===== src/design/sfpf_pkg.sv =====
`default_nettype none
// ----------------------------------------------------------------------------
// sfpf_pkg
// shared types and constants for the sync frame parser with fletcher checksum
// ----------------------------------------------------------------------------
package sfpf_pkg;

    localparam int unsigned PAYLOAD_LEN = 5;
    localparam int unsigned BYTE_W      = 8;
    localparam int unsigned IDX_W       = 3;
    localparam int unsigned STATUS_W    = 2;
    localparam int unsigned VALUE_W     = 2 * BYTE_W;
    localparam int unsigned APB_AW      = 3;
    localparam int unsigned APB_DW      = 32;

    localparam logic [IDX_W-1:0] LAST_IDX = IDX_W'(PAYLOAD_LEN - 1);

    localparam logic [BYTE_W-1:0] SYNC_FIRST_RST  = 8'd181;
    localparam logic [BYTE_W-1:0] SYNC_SECOND_RST = 8'd98;

    localparam logic REG_SYNC_FIRST  = 1'b0;
    localparam logic REG_SYNC_SECOND = 1'b1;

    localparam logic [STATUS_W-1:0] ST_GOOD  = 2'd0;
    localparam logic [STATUS_W-1:0] ST_CHK_A = 2'd1;
    localparam logic [STATUS_W-1:0] ST_CHK_B = 2'd2;

    typedef enum logic [2:0] {
        PH_SYNC1   = 3'd0,
        PH_SYNC2   = 3'd1,
        PH_ID      = 3'd2,
        PH_PAYLOAD = 3'd3,
        PH_CHK_A   = 3'd4,
        PH_CHK_B   = 3'd5
    } t_phase;

    typedef struct packed {
        logic [BYTE_W-1:0] sync_first;
        logic [BYTE_W-1:0] sync_second;
    } t_cfg;

endpackage
`default_nettype wire


===== src/design/sfpf_if.sv =====
`default_nettype none
// ----------------------------------------------------------------------------
// sfpf channel interfaces
// valid/ready channels for received bytes and parsed frame results
// ----------------------------------------------------------------------------
interface sfpf_in_if;
    import sfpf_pkg::*;

    logic              valid;
    logic              ready;
    logic [BYTE_W-1:0] rx_byte;

    modport source (output valid, output rx_byte, input ready);
    modport sink (input valid, input rx_byte, output ready);
endinterface

interface sfpf_out_if;
    import sfpf_pkg::*;

    logic                valid;
    logic                ready;
    logic [STATUS_W-1:0] status;
    logic [BYTE_W-1:0]   message_id;
    logic [BYTE_W-1:0]   phase_a;
    logic [BYTE_W-1:0]   phase_b;
    logic [BYTE_W-1:0]   phase_c;
    logic [VALUE_W-1:0]  raw_value;

    modport source (
        output valid, output status, output message_id, output phase_a,
        output phase_b, output phase_c, output raw_value, input ready
    );
    modport sink (
        input valid, input status, input message_id, input phase_a,
        input phase_b, input phase_c, input raw_value, output ready
    );
endinterface
`default_nettype wire


===== src/design/sfpf_cfg_regs.sv =====
`default_nettype none
// ----------------------------------------------------------------------------
// sfpf_cfg_regs
// apb register file holding the two sync byte values
// ----------------------------------------------------------------------------
module sfpf_cfg_regs
    import sfpf_pkg::*;
(
    input  wire logic              i_clk,
    input  wire logic              i_rst_n,
    input  wire logic              psel,
    input  wire logic              penable,
    input  wire logic              pwrite,
    input  wire logic [APB_AW-1:0] paddr,
    input  wire logic [APB_DW-1:0] pwdata,
    output logic      [APB_DW-1:0] prdata,
    output logic                   pready,
    output t_cfg                   o_cfg
);

    t_cfg r_cfg;
    t_cfg n_cfg;
    logic wr_en;

    assign wr_en  = psel & penable & pwrite;
    assign pready = 1'b1;
    assign o_cfg  = r_cfg;

    always_comb begin
        n_cfg = r_cfg;
        if (wr_en) begin
            case (paddr[2])
                REG_SYNC_FIRST:  n_cfg.sync_first  = pwdata[BYTE_W-1:0];
                REG_SYNC_SECOND: n_cfg.sync_second = pwdata[BYTE_W-1:0];
                default:         n_cfg = r_cfg;
            endcase
        end
    end

    always_comb begin
        case (paddr[2])
            REG_SYNC_FIRST:  prdata = {{(APB_DW-BYTE_W){1'b0}}, r_cfg.sync_first};
            REG_SYNC_SECOND: prdata = {{(APB_DW-BYTE_W){1'b0}}, r_cfg.sync_second};
            default:         prdata = '0;
        endcase
    end

    always_ff @(posedge i_clk) begin
        if (!i_rst_n) begin
            r_cfg.sync_first  <= SYNC_FIRST_RST;
            r_cfg.sync_second <= SYNC_SECOND_RST;
        end else begin
            r_cfg <= n_cfg;
        end
    end

endmodule
`default_nettype wire


===== src/design/sfpf_core.sv =====
`default_nettype none
// ----------------------------------------------------------------------------
// sfpf_core
// input byte register, frame state machine with fletcher sums, result register
// ----------------------------------------------------------------------------
module sfpf_core
    import sfpf_pkg::*;
(
    input  wire logic   i_clk,
    input  wire logic   i_rst_n,
    input  wire t_cfg   i_cfg,
    sfpf_in_if.sink     i_rx,
    sfpf_out_if.source  o_res
);

    // input stage
    logic              r_in_valid;
    logic [BYTE_W-1:0] r_in_byte;
    logic              adv;
    logic              in_ready;

    // parser state
    t_phase            r_phase;
    t_phase            n_phase;
    logic [IDX_W-1:0]  r_idx;
    logic [IDX_W-1:0]  n_idx;
    logic [BYTE_W-1:0] r_sum_a;
    logic [BYTE_W-1:0] n_sum_a;
    logic [BYTE_W-1:0] r_sum_b;
    logic [BYTE_W-1:0] n_sum_b;
    logic [BYTE_W-1:0] r_held_id;
    logic [BYTE_W-1:0] n_held_id;
    logic [BYTE_W-1:0] r_store [PAYLOAD_LEN];
    logic              store_we;

    // result stage
    logic                r_out_valid;
    logic                n_out_valid;
    logic                emit;
    logic [STATUS_W-1:0] emit_status;
    logic [STATUS_W-1:0] r_status;
    logic [BYTE_W-1:0]   r_msg_id;
    logic [BYTE_W-1:0]   r_ph_a;
    logic [BYTE_W-1:0]   r_ph_b;
    logic [BYTE_W-1:0]   r_ph_c;
    logic [VALUE_W-1:0]  r_raw;

    assign adv      = r_in_valid & (~r_out_valid | o_res.ready);
    assign in_ready = ~r_in_valid | adv;
    assign i_rx.ready = in_ready;

    assign o_res.valid      = r_out_valid;
    assign o_res.status     = r_status;
    assign o_res.message_id = r_msg_id;
    assign o_res.phase_a    = r_ph_a;
    assign o_res.phase_b    = r_ph_b;
    assign o_res.phase_c    = r_ph_c;
    assign o_res.raw_value  = r_raw;

    always_ff @(posedge i_clk) begin
        if (!i_rst_n) begin
            r_in_valid <= 1'b0;
        end else if (in_ready) begin
            r_in_valid <= i_rx.valid;
        end
    end

    always_ff @(posedge i_clk) begin
        if (in_ready & i_rx.valid) begin
            r_in_byte <= i_rx.rx_byte;
        end
    end

    always_comb begin
        n_phase     = r_phase;
        n_idx       = r_idx;
        n_sum_a     = r_sum_a;
        n_sum_b     = r_sum_b;
        n_held_id   = r_held_id;
        store_we    = 1'b0;
        emit        = 1'b0;
        emit_status = ST_GOOD;
        if (adv) begin
            case (r_phase)
                PH_SYNC1: begin
                    if (r_in_byte == i_cfg.sync_first) begin
                        n_phase = PH_SYNC2;
                        n_sum_a = '0;
                        n_sum_b = '0;
                    end
                end
                PH_SYNC2: begin
                    n_phase = (r_in_byte == i_cfg.sync_second) ? PH_ID : PH_SYNC1;
                end
                PH_ID: begin
                    n_held_id = r_in_byte;
                    n_idx     = '0;
                    n_phase   = PH_PAYLOAD;
                end
                PH_PAYLOAD: begin
                    store_we = (r_idx <= LAST_IDX);
                    n_sum_a  = r_sum_a + r_in_byte;
                    n_sum_b  = r_sum_b + n_sum_a;
                    n_idx    = r_idx + 1'b1;
                    if (n_idx > LAST_IDX) begin
                        n_phase = PH_CHK_A;
                    end
                end
                PH_CHK_A: begin
                    if (r_in_byte == r_sum_a) begin
                        n_phase = PH_CHK_B;
                    end else begin
                        emit        = 1'b1;
                        emit_status = ST_CHK_A;
                        n_phase     = PH_SYNC1;
                    end
                end
                PH_CHK_B: begin
                    emit        = 1'b1;
                    emit_status = (r_in_byte == r_sum_b) ? ST_GOOD : ST_CHK_B;
                    n_phase     = PH_SYNC1;
                end
                default: begin
                    n_phase = PH_SYNC1;
                end
            endcase
        end
    end

    always_comb begin
        n_out_valid = r_out_valid & ~o_res.ready;
        if (emit) begin
            n_out_valid = 1'b1;
        end
    end

    always_ff @(posedge i_clk) begin
        if (!i_rst_n) begin
            r_phase     <= PH_SYNC1;
            r_idx       <= '0;
            r_sum_a     <= '0;
            r_sum_b     <= '0;
            r_held_id   <= '0;
            r_out_valid <= 1'b0;
        end else begin
            r_phase     <= n_phase;
            r_idx       <= n_idx;
            r_sum_a     <= n_sum_a;
            r_sum_b     <= n_sum_b;
            r_held_id   <= n_held_id;
            r_out_valid <= n_out_valid;
        end
    end

    always_ff @(posedge i_clk) begin
        if (store_we) begin
            r_store[r_idx] <= r_in_byte;
        end
    end

    always_ff @(posedge i_clk) begin
        if (emit) begin
            r_status <= emit_status;
            r_msg_id <= r_held_id;
            r_ph_a   <= r_store[0];
            r_ph_b   <= r_store[1];
            r_ph_c   <= r_store[2];
            r_raw    <= {r_store[4], r_store[3]};
        end
    end

    // a new result only comes out of one of the two checksum phases
    a_emit_from_chk: assert property (@(posedge i_clk) disable iff (!i_rst_n)
        emit |-> (r_phase == PH_CHK_A || r_phase == PH_CHK_B))
        else $error("result raised outside checksum phases");

    // payload index stays inside the payload while collecting
    a_idx_range: assert property (@(posedge i_clk) disable iff (!i_rst_n)
        (r_phase == PH_PAYLOAD) |-> (r_idx <= LAST_IDX))
        else $error("payload index out of range");

    // first checksum phase is entered only after the payload
    a_chk_a_entry: assert property (@(posedge i_clk) disable iff (!i_rst_n)
        (r_phase == PH_CHK_A && $past(r_phase) != PH_CHK_A)
            |-> ($past(r_phase) == PH_PAYLOAD && $past(r_idx) == LAST_IDX))
        else $error("checksum phase entered early");

    // held result is never overwritten before it is taken
    a_no_overrun: assert property (@(posedge i_clk) disable iff (!i_rst_n)
        (r_out_valid & ~o_res.ready) |-> ~emit)
        else $error("result register overrun");

    // status code of a delivered result is one of the defined codes
    a_status_code: assert property (@(posedge i_clk) disable iff (!i_rst_n)
        r_out_valid |-> (r_status == ST_GOOD || r_status == ST_CHK_A ||
                         r_status == ST_CHK_B))
        else $error("undefined status code");

endmodule
`default_nettype wire


===== src/design/sync_frame_parser_fletcher_unit.sv =====
`default_nettype none
// ----------------------------------------------------------------------------
// sync_frame_parser_fletcher_unit
// hunts sync bytes, collects id and payload, checks fletcher-8 sums
// ----------------------------------------------------------------------------
// flow: a byte is registered at its transfer and parsed once the result register
//   is free or being taken; a parsed checksum byte loads the result register
// throughput: one byte per cycle, limited only by the one-entry result register
// reset: synchronous active-low; parser returns to sync hunt, sums and id clear,
//   sync bytes return to 181 and 98; payload bytes are not reset
// ----------------------------------------------------------------------------
module sync_frame_parser_fletcher_unit
    import sfpf_pkg::*;
(
    input  wire logic              i_clk,
    input  wire logic              i_rst_n,
    sfpf_in_if.sink                i_rx,
    sfpf_out_if.source             o_res,
    input  wire logic              psel,
    input  wire logic              penable,
    input  wire logic              pwrite,
    input  wire logic [APB_AW-1:0] paddr,
    input  wire logic [APB_DW-1:0] pwdata,
    output logic      [APB_DW-1:0] prdata,
    output logic                   pready
);

    t_cfg cfg;

    sfpf_cfg_regs u_cfg_regs (
        .i_clk   (i_clk),
        .i_rst_n (i_rst_n),
        .psel    (psel),
        .penable (penable),
        .pwrite  (pwrite),
        .paddr   (paddr),
        .pwdata  (pwdata),
        .prdata  (prdata),
        .pready  (pready),
        .o_cfg   (cfg)
    );

    sfpf_core u_core (
        .i_clk   (i_clk),
        .i_rst_n (i_rst_n),
        .i_cfg   (cfg),
        .i_rx    (i_rx),
        .o_res   (o_res)
    );

endmodule
`default_nettype wire


===== src/flat_wrapper.sv =====
// flat-port wrapper written by rule: the top's interface ports become plain ports
module sync_frame_parser_fletcher_unit_flat import sfpf_pkg::*;
  (i_clk, i_rst_n, psel, penable, pwrite, paddr, pwdata, prdata, pready, i_rx_valid, i_rx_rx_byte, i_rx_ready, o_res_valid, o_res_status, o_res_message_id, o_res_phase_a, o_res_phase_b, o_res_phase_c, o_res_raw_value, o_res_ready);
  sfpf_in_if i_rx_i ();
  sfpf_out_if o_res_i ();
  input  wire logic i_clk;
  input  wire logic i_rst_n;
  input  wire logic psel;
  input  wire logic penable;
  input  wire logic pwrite;
  input  wire logic [APB_AW-1:0] paddr;
  input  wire logic [APB_DW-1:0] pwdata;
  output logic      [APB_DW-1:0] prdata;
  output logic pready;
  input wire logic [$bits(i_rx_i.valid)-1:0] i_rx_valid;
  input wire logic [$bits(i_rx_i.rx_byte)-1:0] i_rx_rx_byte;
  output wire logic [$bits(i_rx_i.ready)-1:0] i_rx_ready;
  output wire logic [$bits(o_res_i.valid)-1:0] o_res_valid;
  output wire logic [$bits(o_res_i.status)-1:0] o_res_status;
  output wire logic [$bits(o_res_i.message_id)-1:0] o_res_message_id;
  output wire logic [$bits(o_res_i.phase_a)-1:0] o_res_phase_a;
  output wire logic [$bits(o_res_i.phase_b)-1:0] o_res_phase_b;
  output wire logic [$bits(o_res_i.phase_c)-1:0] o_res_phase_c;
  output wire logic [$bits(o_res_i.raw_value)-1:0] o_res_raw_value;
  input wire logic [$bits(o_res_i.ready)-1:0] o_res_ready;
  assign i_rx_i.valid = i_rx_valid;
  assign i_rx_i.rx_byte = i_rx_rx_byte;
  assign i_rx_ready = i_rx_i.ready;
  assign o_res_valid = o_res_i.valid;
  assign o_res_status = o_res_i.status;
  assign o_res_message_id = o_res_i.message_id;
  assign o_res_phase_a = o_res_i.phase_a;
  assign o_res_phase_b = o_res_i.phase_b;
  assign o_res_phase_c = o_res_i.phase_c;
  assign o_res_raw_value = o_res_i.raw_value;
  assign o_res_i.ready = o_res_ready;
  sync_frame_parser_fletcher_unit u_core (.i_clk(i_clk), .i_rst_n(i_rst_n), .i_rx(i_rx_i), .o_res(o_res_i), .psel(psel), .penable(penable), .pwrite(pwrite), .paddr(paddr), .pwdata(pwdata), .prdata(prdata), .pready(pready));
endmodule

===== config.mk =====
export PLATFORM = sky130hd
export DESIGN_NAME = sync_frame_parser_fletcher_unit_flat
export DESIGN_NICKNAME = d
export VERILOG_FILES = /design/src/design/sfpf_pkg.sv /design/src/design/sfpf_if.sv /design/src/design/sfpf_cfg_regs.sv /design/src/design/sfpf_core.sv /design/src/design/sync_frame_parser_fletcher_unit.sv /design/src/flat_wrapper.sv
export SDC_FILE = /design/constraint.sdc
export NUM_CORES = 1
export LEC_CHECK = 0
export BUFFER_PORTS_ARGS = -buffer_cell sky130_fd_sc_hd__clkbuf_2
export CORE_MARGIN = 2
export CORE_UTILIZATION = 24
export DETAILED_ROUTE_END_ITERATION = 10
export PLACE_DENSITY_LB_ADDON = 0.15
export SYNTH_ARGS = -nofsm -noshare
export SYNTH_HDL_FRONTEND = slang
export SYNTH_SLANG_ARGS = --single-unit

===== constraint.sdc =====
create_clock -name i_clk -period 6 [get_ports i_clk]
set_input_delay 1.2 -clock i_clk [delete_from_list [all_inputs] [get_ports i_clk]]
set_output_delay 1.2 -clock i_clk [all_outputs]
set_load 0.1 [all_outputs]

Word-level counts from Yosys, hierarchy flattened
Memory sizes are Yosys's and may differ from the RTL's. A register that Yosys moved wholly into a read port is not among the register bits. Cells that the tools add are included.

Bits in registers: 66. Latch bits: 0. RAM bits: 40. ROM bits: 0. Bits of input ports: 50. Output and inout bits: 85. Logic and storage cells: 70. Memories: 1.

Add/subtract/negate cells: 3. $mul: 0. Div/mod/pow operators: 0. Magnitude comparators: 2. Equality and inequality tests: 11. Shift operators: 0. Muxes and demuxes: 21. Bitwise operators: 11. Reductions and logical operators: 9.

Memories: u_core.u_core.r_store (words 5, bits a word 8, read ports 5, clocked after Yosys merged registers in 5, wr ports 1, line sfpf_core.sv:33) `logic [BYTE_W-1:0] r_store [PAYLOAD_LEN];`.

Operator list (number): case mux 32 bit (2 select lines) (1); equality test 8 bit (4); case mux 8 bit (2 select lines) (2); adder 8 bit (2); case mux 3 bit (5 select lines) (1); two-way mux 3 bit (3); two-way mux 1 bit (8); two-way mux 8 bit (1); AND reduction 2 bit (4); equality test 3 x 2 -> 1 bit (second input constant) (2); equality test 3 bit (second input constant) (2); case mux 3 bit (2 select lines) (1); AND reduction 3 bit (2); AND 1 bit (5); two-way mux 2 bit (2); inequality test 2 bit (second input constant) (2); NOT 1 bit (4); case mux 2 bit (2 select lines) (1); nonzero test 2 bit (2); adder 3 x 1 -> 3 bit (second input constant) (1); equality test 3 x 1 -> 1 bit (second input constant) (1); > comparator 3 bit (second input constant) (1); <= comparator 3 bit (second input constant) (1); zero test 3 bit (1); other kinds (2) (3).

Longest topological paths before layout
Gate-level depths: netlist of run 1.

Depth in word-level cells: 6. Gate-level depth with buffers: 14. Gate-level depth less buffers: 14.

Cells and area by module
From an unflattened synthesis of run 1, not the netlist that was laid out.

Cells, all modules: 466. Area, all modules: 6207.2 um2.

By module, submodules not included: sfpf_core (instances 1, cells each 360, area each 5206.2 um2, seq. area each 3583.4 um2); sfpf_cfg_regs (instances 1, cells each 106, area each 1001.0 um2, seq. area each 320.3 um2).

Worst setup path after synthesis of run 1
Ideal clock, no wire load.

Kind: input -> register. Start: in o_res_ready. End: reg u_core.u_core.r_ph_a[0], in the netlist o_res_phase_a[0], read port of u_core.u_core.r_store (enable). Library setup time: 0.490 ns. Data arrival time: 4.260 ns. Required time: 5.510 ns. Path slack: 1.251 ns. Stages: 3. Path buffers: 0. Path through: nor2b_1 -> or3_1 -> a31oi_1.

Word-level cells in the longest chain between the ends: 3.

Ends and longest elaborated chain: from (decl) (line flat_wrapper.sv:25) `input wire logic [$bits(o_res_i.ready)-1:0] o_res_ready;`; bitwise OR 1 bit (line sfpf_core.sv:48) `assign adv = r_in_valid & (~r_out_valid | o_res.ready);`; AND 1 bit (line sfpf_core.sv:48); two-way mux 1 bit (line sfpf_core.sv:83) `if (adv) begin`; net u_core.u_core.emit (line sfpf_core.sv:39) `logic emit;`; to (decl) (line sfpf_core.sv:43) `logic [BYTE_W-1:0] r_ph_a;`.

The timed path passes the listed nets, and every way through them passes these cells. A chain may end at the register's enable or synchronous reset.

Final worst setup path of run 1
Start: reg u_core.u_core.r_in_byte[0]. End: reg u_core.u_core.r_sum_b[7].

Word-level cells in the longest chain between the ends: 3. Elaborated cells on any way between the ends: 6. Those cells by class: 2 x add/sub; 2 x eq/ne; 1 x mux; 1 x reduce/logical.

Ends and longest elaborated chain: from (decl) (line sfpf_core.sv:18) `logic [BYTE_W-1:0] r_in_byte;`; from (signal assigned) (line sfpf_core.sv:70) `r_in_byte <= i_rx.rx_byte;`; adder 8 bit / equality test 8 bit (equally long branches) (line sfpf_core.sv:102, sfpf_core.sv:86); adder 8 bit / inequality test 2 bit (equally long branches); case mux 8 bit (2 select lines) / AND reduction 3 bit (equally long branches); to (signal assigned) (line sfpf_core.sv:149) `r_sum_b <= n_sum_b;`; to (decl) (line sfpf_core.sv:29) `logic [BYTE_W-1:0] r_sum_b;`.

Parallel ways exist; a longest one is shown, timed or not.

==> metrics, run 1 <==
Post-Place Cell Area 0.00681 mm²; Clock Tree Buf Depth 2; post-synth top area share 0.486; crit end category register; critical path peak fanout 10; sequential share of power 0.463; Hold Vio Cnt, Final 0; Final Cell Area 0.00742 mm²; total power 2.34 mW; area leader, netlist edfxtp_1; WL per Instance 14.7 µm; Switching Power 0.577 mW; # DRC 0; CTS resizes 0; Initial Util 0.242; Die Wd 163 µm; Fmax achieved 285 MHz; switching fraction of total power 0.246; clock power share 0.466; most used flip-flop cell after synthesis edfxtp_1; htree depth 4; Final TNS setup 0 ns; max_slew headroom 0.317; Synth Warn # 0; drt initial violations 157; Core ar. 0.0250 mm²; initial antenna violation count 0; crit-path cells buf_4 -> ha_1 -> fa_1 -> a21o_1 -> a21oi_1 -> o21bai_1 -> a21oi_1 -> xnor2_1 -> ha_1 -> o21a_1 -> o22ai_1 -> a21oi_1 -> nand4b_1 -> mux2_4 -> nand4_2; Async S/R FF share, synth 0; Max Cap Viol 0; Die H 163 µm; Avg Inst Size Synth 12.9 µm²; critical path launch point type register; Worst Path Required 6.35 ns; total die area 0.0265 mm²; CTS tree built; most used cell, CP a21oi_1; PortBufs 83; worst skew pair latency 0.42 ns; Vias 3779; drt pass-1 iters 4; Distinct cells, synth 53; max incr delay on CP 0.41 ns; fin nets 636; Post-synth EDFFs 98; final setup fails 0; row count 58; internal power 1.77 mW; Seq/Total Area, Yosys 0.645; clk sink count 146; worst vdd ir 0.178 mV; Period Utilization, post-route 0.585; slowest cell on the critical path fa_1; synthesis-stage register bit count 146; Syn Inst Count 470; Final min period 3.51 ns; status finished clean; GRT overflow 0; ANT nets after route 0; vias in the first global route 3748; worst-margin pin slew 1.02 ns; Gate power share 0.071; CTS clk-pin slew, worst paths 0.06 ns; Pleak 2.87 nW; synthesized cell area 0.00605 mm²; RSZ-0062 raised after global routing no; gr usage total 0.106; critical path class register to register; fin. max-slew vios 0; share of cells above drive strength 1 0.245; worst path arrival time 3.86 ns; Via density 4.15; I/O Pins 135; cts hold-fix bufs 0; Final HPWL DP 9230 µm; CTS Buf Count 17; root buf cell clkbuf_16; Synth-to-Final Area Change 22.7%; Ant. Diodes 0; power per cell area 316 mW/mm²; Area contributors post-synth edfxtp_1, dfxtp_1, ha_1; RePlAce Congestion 0.763; largest net degree at the start of global routing 47; postcts setup bufs 0; final WL 13400 µm; Clock Skew 0.00953 ns; first-pass GRT wire length 20800 µm; Hold Crit Class register to register
==> cells in the mapped netlist, types with 2 or more instances <==
| library cell | count |
|---|---|
| edfxtp_1 | 98 |
| a22oi_1 | 12 |
| o21ai_0 | 5 |
| fa_1 | 2 |
| clkbuf_1 | 9 |
| a211oi_1 | 2 |
| or4_1 | 2 |
| mux2i_1 | 9 |
| a21oi_1 | 23 |
| o21bai_1 | 2 |
| nand3_1 | 13 |
| mux2_2 | 8 |
| o22ai_1 | 2 |
| o21a_1 | 4 |
| inv_1 | 12 |
| nor3_1 | 2 |
| a21o_1 | 2 |
| nor4_1 | 15 |
| buf_2 | 5 |
| nor2_1 | 38 |
| nand4_1 | 3 |
| or3_1 | 5 |
| buf_4 | 25 |
| dfxtp_1 | 48 |
| conb_1 | 2 |
| nand2_1 | 44 |
| ha_1 | 17 |
| xnor2_1 | 11 |
| nor2b_1 | 2 |
| nand2b_1 | 4 |
| xor2_1 | 22 |
==> kinds of logic after synthesis <==
kind of cell / Yosys count / synth area share
XOR/XNOR: 34 / 0.0523
adder cells (fa/ha/maj): 19 / 0.0418
buffers and inverters: 52 / 0.0500
flip-flops: 146 / 0.645
multiplexers: 18 / 0.0323
AND/OR/NAND/NOR: 138 / 0.110
AO/OA/AOI/OAI: 61 / 0.0674
other: 2 / 0.00124
==> worst max-delay path, delay by kind of cell (launching register included) <==
family	cells	cell delay (ns)
AO/OA/AOI/OAI	7	1.20
XOR/XNOR	1	0.14
buffers and inverters	1	0.21
flip-flops	1	0.36
multiplexers	1	0.30
adder cells (fa/ha/maj)	3	1.00
AND/OR/NAND/NOR	2	0.23
==> layout by cell type, fill, tap and decap left out, types with 8 or more instances in the layout <==
| cell type | netlist | routed |
|---|---|---|
| a21oi_1 | 23 | 23 |
| a22oi_1 | 12 | 12 |
| buf_4 | 25 | 12 |
| clkbuf_16 | 0 | 17 |
| clkbuf_2 | 0 | 83 |
| conb_1 | 2 | 25 |
| dfxtp_1 | 48 | 48 |
| edfxtp_1 | 98 | 98 |
| ha_1 | 17 | 17 |
| inv_1 | 12 | 12 |
| mux2_2 | 8 | 8 |
| mux2i_1 | 9 | 9 |
| nand2_1 | 44 | 44 |
| nand3_1 | 13 | 13 |
| nor2_1 | 38 | 38 |
| nor4_1 | 15 | 15 |
| xnor2_1 | 11 | 11 |
| xor2_1 | 22 | 22 |
==> state kept, by name, summed over array words and instances (netlist names) <==
| name | count |
|---|---|
| u_core.u_cfg_regs.o_cfg | 16 |
| u_core.u_core.o_res.message_id | 8 |
| u_core.u_core.r_phase | 3 |
| u_core.u_core.r_in_byte | 8 |
| u_core.u_core.o_res.status | 2 |
| u_core.u_core.r_idx | 3 |
| u_core.u_core.o_res.valid | 1 |
| u_core.u_core.r_in_valid | 1 |
| o_res_phase_c | 8 |
| u_core.u_core.r_sum_a | 8 |
| u_core.u_core.r_sum_b | 8 |
| o_res_phase_b | 8 |
| u_core.u_core.r_store | 40 |
| o_res_phase_a | 8 |
| u_core.u_core.r_held_id | 8 |
| o_res_raw_value | 16 |
==> per-stage QoR <==
stage | cells | hold WS (ns) | utilization | setup WS [ns]
after CTS | 910 | 0.418 | 0.297 | 2.48
after global routing | 910 | 0.423 | 0.297 | 2.23
after floorplan | 493 | 0.400 | - | 1.25
after detailed placement | 878 | 0.405 | 0.273 | 2.50
after global placement | 878 | 0.401 | 0.273 | 2.54
final | 910 | 0.414 | 0.297 | 2.49
==> layout make-up <==
cell class	count	area (µm²)
Sequential cell	146	3900
Timing Repair Buffer	95	505
Fill cell	2540	17500
Clock inverter	13	178
Clock buffer	19	433
Multi-Input combinational cell	295	1950
Inverter	12	45.0
Tap cell	330	413
==> routing by layer <==
| metal | wire (µm) | part of all wire | global-route usage |
|---|---|---|---|
| met1 | 5870 | 0.44 | 0.125 |
| met2 | 6590 | 0.49 | 0.182 |
| met3 | 676 | 0.051 | 0.0295 |
| met4 | 240 | 0.018 | 0.0410 |
| met5 | 0 | 0 | 0 |
==> worst paths after layout <==
path | startpoint | endpoint | slack [ns] | cells after the start
min | u_core.u_core.r_store[4][4] | o_res_raw_value[12] | 0.41 | 0
max | u_core.u_core.r_in_byte[0] | u_core.u_core.r_sum_b[7] | 2.49 | 15
min reg2reg | u_core.u_core.r_store[4][4] | o_res_raw_value[12] | 0.41 | 0
max reg2reg | u_core.u_core.r_in_byte[0] | u_core.u_core.r_sum_b[7] | 2.49 | 15
==> power groups by stage <==
| stage | sequential (mW) | combinational, mW | clock, mW |
|---|---|---|---|
| after detailed placement | 1.11 | 0.169 | 0 |
| after floorplan | 1.10 | 0.149 | 0 |
| after global routing | 1.09 | 0.176 | 1.16 |
| after global placement | 1.11 | 0.167 | 0 |
| final | 1.08 | 0.167 | 1.09 |
| after CTS | 1.08 | 0.169 | 1.12 |
No activity file was read; power rests on OpenSTA's default activity.
==> run 2, diff against run 1 <==
--- a/config.mk
+++ b/config.mk
@@ -5,6 +5,7 @@
 export SDC_FILE = /design/constraint.sdc
 export NUM_CORES = 1
 export LEC_CHECK = 0
+export ABC_AREA = 1
 export BUFFER_PORTS_ARGS = -buffer_cell sky130_fd_sc_hd__clkbuf_2
 export CORE_MARGIN = 2
 export CORE_UTILIZATION = 24
==> constraint.sdc (replaced) <==
create_clock -name i_clk -period 3.1 [get_ports i_clk]
set_input_delay 0.62 -clock i_clk [delete_from_list [all_inputs] [get_ports i_clk]]
set_output_delay 0.62 -clock i_clk [all_outputs]
set_load 0.1 [all_outputs]
==> run 2 against run 1 <==
  * Sequential share of layout area down 0.53 points
  * Setup slack got worse by 2.2 ns
  * Maximum frequency grew 25%
  * Synthesized cell count increased by 16%
  * Register-to-register slack got worse by 2.2 ns
  * Non-clock buffer count up 6
  * Via count increased by 8.5%
  * Critical path depth decreased by 2
  * Clock skew hardly changed
  * Die area grew 0.30%
  * First-iteration DRC count is 27% higher
  * Largest power group is now registers
==> metrics, run 2 <==
critical path peak fanout 4 (was 10); first-pass GRT wire length 21700 µm (was 20800 µm); post-synth top area share 0.485 (was 0.486); Fmax achieved 357 MHz (was 285 MHz); Global Route met1 Usage 0.147 (was 0.125); total power 4.56 mW (was 2.34 mW); Syn Inst Count 547 (was 470); Ant. Diodes 0 (unchanged); PortBufs 83 (unchanged); Clock Skew 0.00958 ns (was 0.00953 ns); # fillers 2556 (was 2540); Final HPWL DP 10200 µm (was 9230 µm); fin nets 721 (was 636); final core utilization 0.300 (was 0.297); Hold Vio Cnt, Final 0 (unchanged); Synth-to-Final Area Change 23.5% (was 22.7%); gr usage total 0.110 (was 0.106); final WL 14300 µm (was 13400 µm); CTS resizes 0 (unchanged); ANT nets after route 0 (unchanged); drt initial violations 199 (was 157); Die H 163 µm (about the same); status finished clean (unchanged); Seq/Total Area, Yosys 0.643 (was 0.645); total die area 0.0266 mm² (was 0.0265 mm²); RSZ-0062 raised after global routing no (unchanged); RePlAce Congestion 0.821 (was 0.763); register area 0.00390 mm² (unchanged); Avg Inst Size Synth 11.1 µm² (was 12.9 µm²); largest net degree at the start of global routing 51 (was 47); Buf/Inv on CP 1 (unchanged); Hold Crit Class input pin to register (was register to register); Period Utilization, post-route 0.904 (was 0.585); GRT overflow 0 (unchanged); row count 58 (unchanged); postcts setup bufs 0 (unchanged); worst vdd ir 0.323 mV (was 0.178 mV); WL per Instance 14.4 µm (was 14.7 µm); leading cell type in the layout, fill and taps excluded edfxtp_1 (unchanged); FF-to-FF setup slack 0.30 ns (was 2.49 ns); Pleak 3.00 nW (was 2.87 nW); worst skew pair latency 0.42 ns (about the same); CTS Buf Count 17 (unchanged); fin. max-slew vios 0 (unchanged); Clock Tree Buf Depth 2 (unchanged); Most Crowded Layer GR met2 (unchanged); critical path launch point type register (unchanged); area leader, netlist edfxtp_1 (unchanged); Distinct cells, synth 36 (was 53); Via density 4.12 (was 4.15); most frequent cells in the layout edfxtp_1, clkbuf_2, nand2_1 (was edfxtp_1, clkbuf_2, dfxtp_1); CTS tree built (unchanged); synthesized cell area 0.00607 mm² (was 0.00605 mm²); largest register by flop count u_core.u_core.r_store (unchanged); multi-input logic area 0.00182 mm² (was 0.00195 mm²); slowest cell on the critical path edfxtp_1 (was fa_1); crit end category register (unchanged); vias in the first global route 3892 (was 3748); Die Wd 163 µm (about the same); final setup fails 0 (unchanged); cell with the most instances after synthesis edfxtp_1 (unchanged); worst path arrival time 3.14 ns (was 3.86 ns); htree depth 4 (unchanged); Synth Warn # 0 (unchanged); max incr delay on CP 0.43 ns (was 0.41 ns); max reg flops 40 (unchanged); Post-synth EDFFs 98 (unchanged); Async S/R FF share, synth 0 (unchanged); met2 usage 0.173 (was 0.182); Max Cap Viol 0 (unchanged); hold_ws 0.402 ns (was 0.414 ns); root buf cell clkbuf_16 (unchanged); Vias 4102 (was 3779); most used flip-flop cell after synthesis edfxtp_1 (unchanged); power per cell area 608 mW/mm² (was 316 mW/mm²); Synth top cells by count edfxtp_1, nand2_1, dfxtp_1 (was edfxtp_1, dfxtp_1, nand2_1); Core ar. 0.0250 mm² (about the same); routing usage on met3 0.0226 (was 0.0295); cts hold-fix bufs 0 (unchanged); I/O Pins 135 (unchanged); initial antenna violation count 0 (unchanged); # DRC 0 (unchanged); share of cells above drive strength 1 0.220 (was 0.245); crit-path cells ha_1 -> fa_1 -> nand2_1 -> nand3_1 -> xor2_1 -> ha_1 -> a21oi_1 -> o21ai_0 -> a21oi_1 -> inv_1 -> nand3_1 -> nand3_1 -> a21oi_1 (was buf_4 -> ha_1 -> fa_1 -> a21o_1 -> a21oi_1 -> o21bai_1 -> a21oi_1 -> xnor2_1 -> ha_1 -> o21a_1 -> o22ai_1 -> a21oi_1 -> nand4b_1 -> mux2_4 -> nand4_2); Area contributors post-synth edfxtp_1, dfxtp_1, nand2_1 (was edfxtp_1, dfxtp_1, ha_1); worst-margin pin slew 0.903 ns (was 1.02 ns); max_slew headroom 0.397 (was 0.317); critical path class register to register (unchanged); delay-heaviest family, CP adder cells (was compound AO/OA/AOI/OAI gates); Initial Util 0.242 (about the same); synthesis-stage register bit count 146 (unchanged); Worst Path Required 3.43 ns (was 6.35 ns); clk sink count 146 (unchanged); Final min period 2.80 ns (was 3.51 ns); drt pass-1 iters 4 (unchanged); CTS clk-pin slew, worst paths 0.06 ns (about the same)
[run 2: cell count changes after synthesis, moves of 13 or more]
cell | previous run | this run
nor4_1 | 15 | 2
nand2_1 | 44 | 81
nand3_1 | 13 | 44
o21ai_0 | 5 | 32
a21oi_1 | 23 | 46
inv_1 | 12 | 47
xor2_1 | 22 | 6
[run 2: worst reg2reg max path, cell delays in order (launching register included)]
cell	delay, ns
edfxtp_1	0.43
ha_1	0.26
fa_1	0.43
nand2_1	0.10
nand3_1	0.09
xor2_1	0.28
ha_1	0.33
a21oi_1	0.16
o21ai_0	0.10
a21oi_1	0.20
inv_1	0.06
nand3_1	0.08
nand3_1	0.07
a21oi_1	0.12
[run 2: layer usage]
metal | part of all wire | wire [µm] | vias to the layer above
met5 | 0 | 0 | -
met4 | 0.020 | 280 | 0
met3 | 0.050 | 717 | 16
met2 | 0.45 | 6400 | 135
met1 | 0.48 | 6880 | 1901
li1 | - | - | 2050
[run 2: cell type report]
cell class,instances,area share
Sequential cell,146,0.521
Multi-Input combinational cell,335,0.243
Timing Repair Buffer,101,0.0751
Clock buffer,18,0.0572
Tap cell,330,0.0551
Inverter,51,0.0255
Clock inverter,14,0.0239
[run 2: where the power goes]
part	total [mW]	internal (mW)	switching, mW
Clock	2.10	1.28	0.822
Combinational	0.366	0.0636	0.303
Sequential	2.10	2.08	0.0153
[run 2: through the flow]
stage	setup TNS (ns)	area (µm²)	worst slack, ns	std cells
2_1_floorplan	-3.61	6160	-0.516	570
3_3_place_gp	0	6870	0.398	960
3_5_place_dp	0	6870	0.353	960
4_1_cts	0	7480	0.339	992
5_1_grt	0	7500	0.0755	995
6_report	0	7500	0.298	995
[run 2: path summary, 6_finish.rpt]
kind / startpoint / depth (start not counted) / to
max: u_core.u_core.r_in_byte[0] / 13 / u_core.u_core.r_sum_b[7]
min: i_rx_rx_byte[3] / 1 / u_core.u_core.r_in_byte[3]
max reg2reg: u_core.u_core.r_in_byte[0] / 13 / u_core.u_core.r_sum_b[7]
min reg2reg: u_core.u_core.r_store[2][7] / 0 / o_res_phase_c[7]
[run 2: logic make-up (layout without fill, tap and decap cells)]
logic type,after synthesis,in the layout,synth area share
DFF,146,146,0.643
and+or+nand+nor,178,178,0.132
xor gates and xnor gates,21,21,0.0303
buffers and inverters,89,184,0.0732
other,2,25,0.00124
adders and majority gates,19,19,0.0416
AOI/OAI and AO/OA,92,92,0.0787
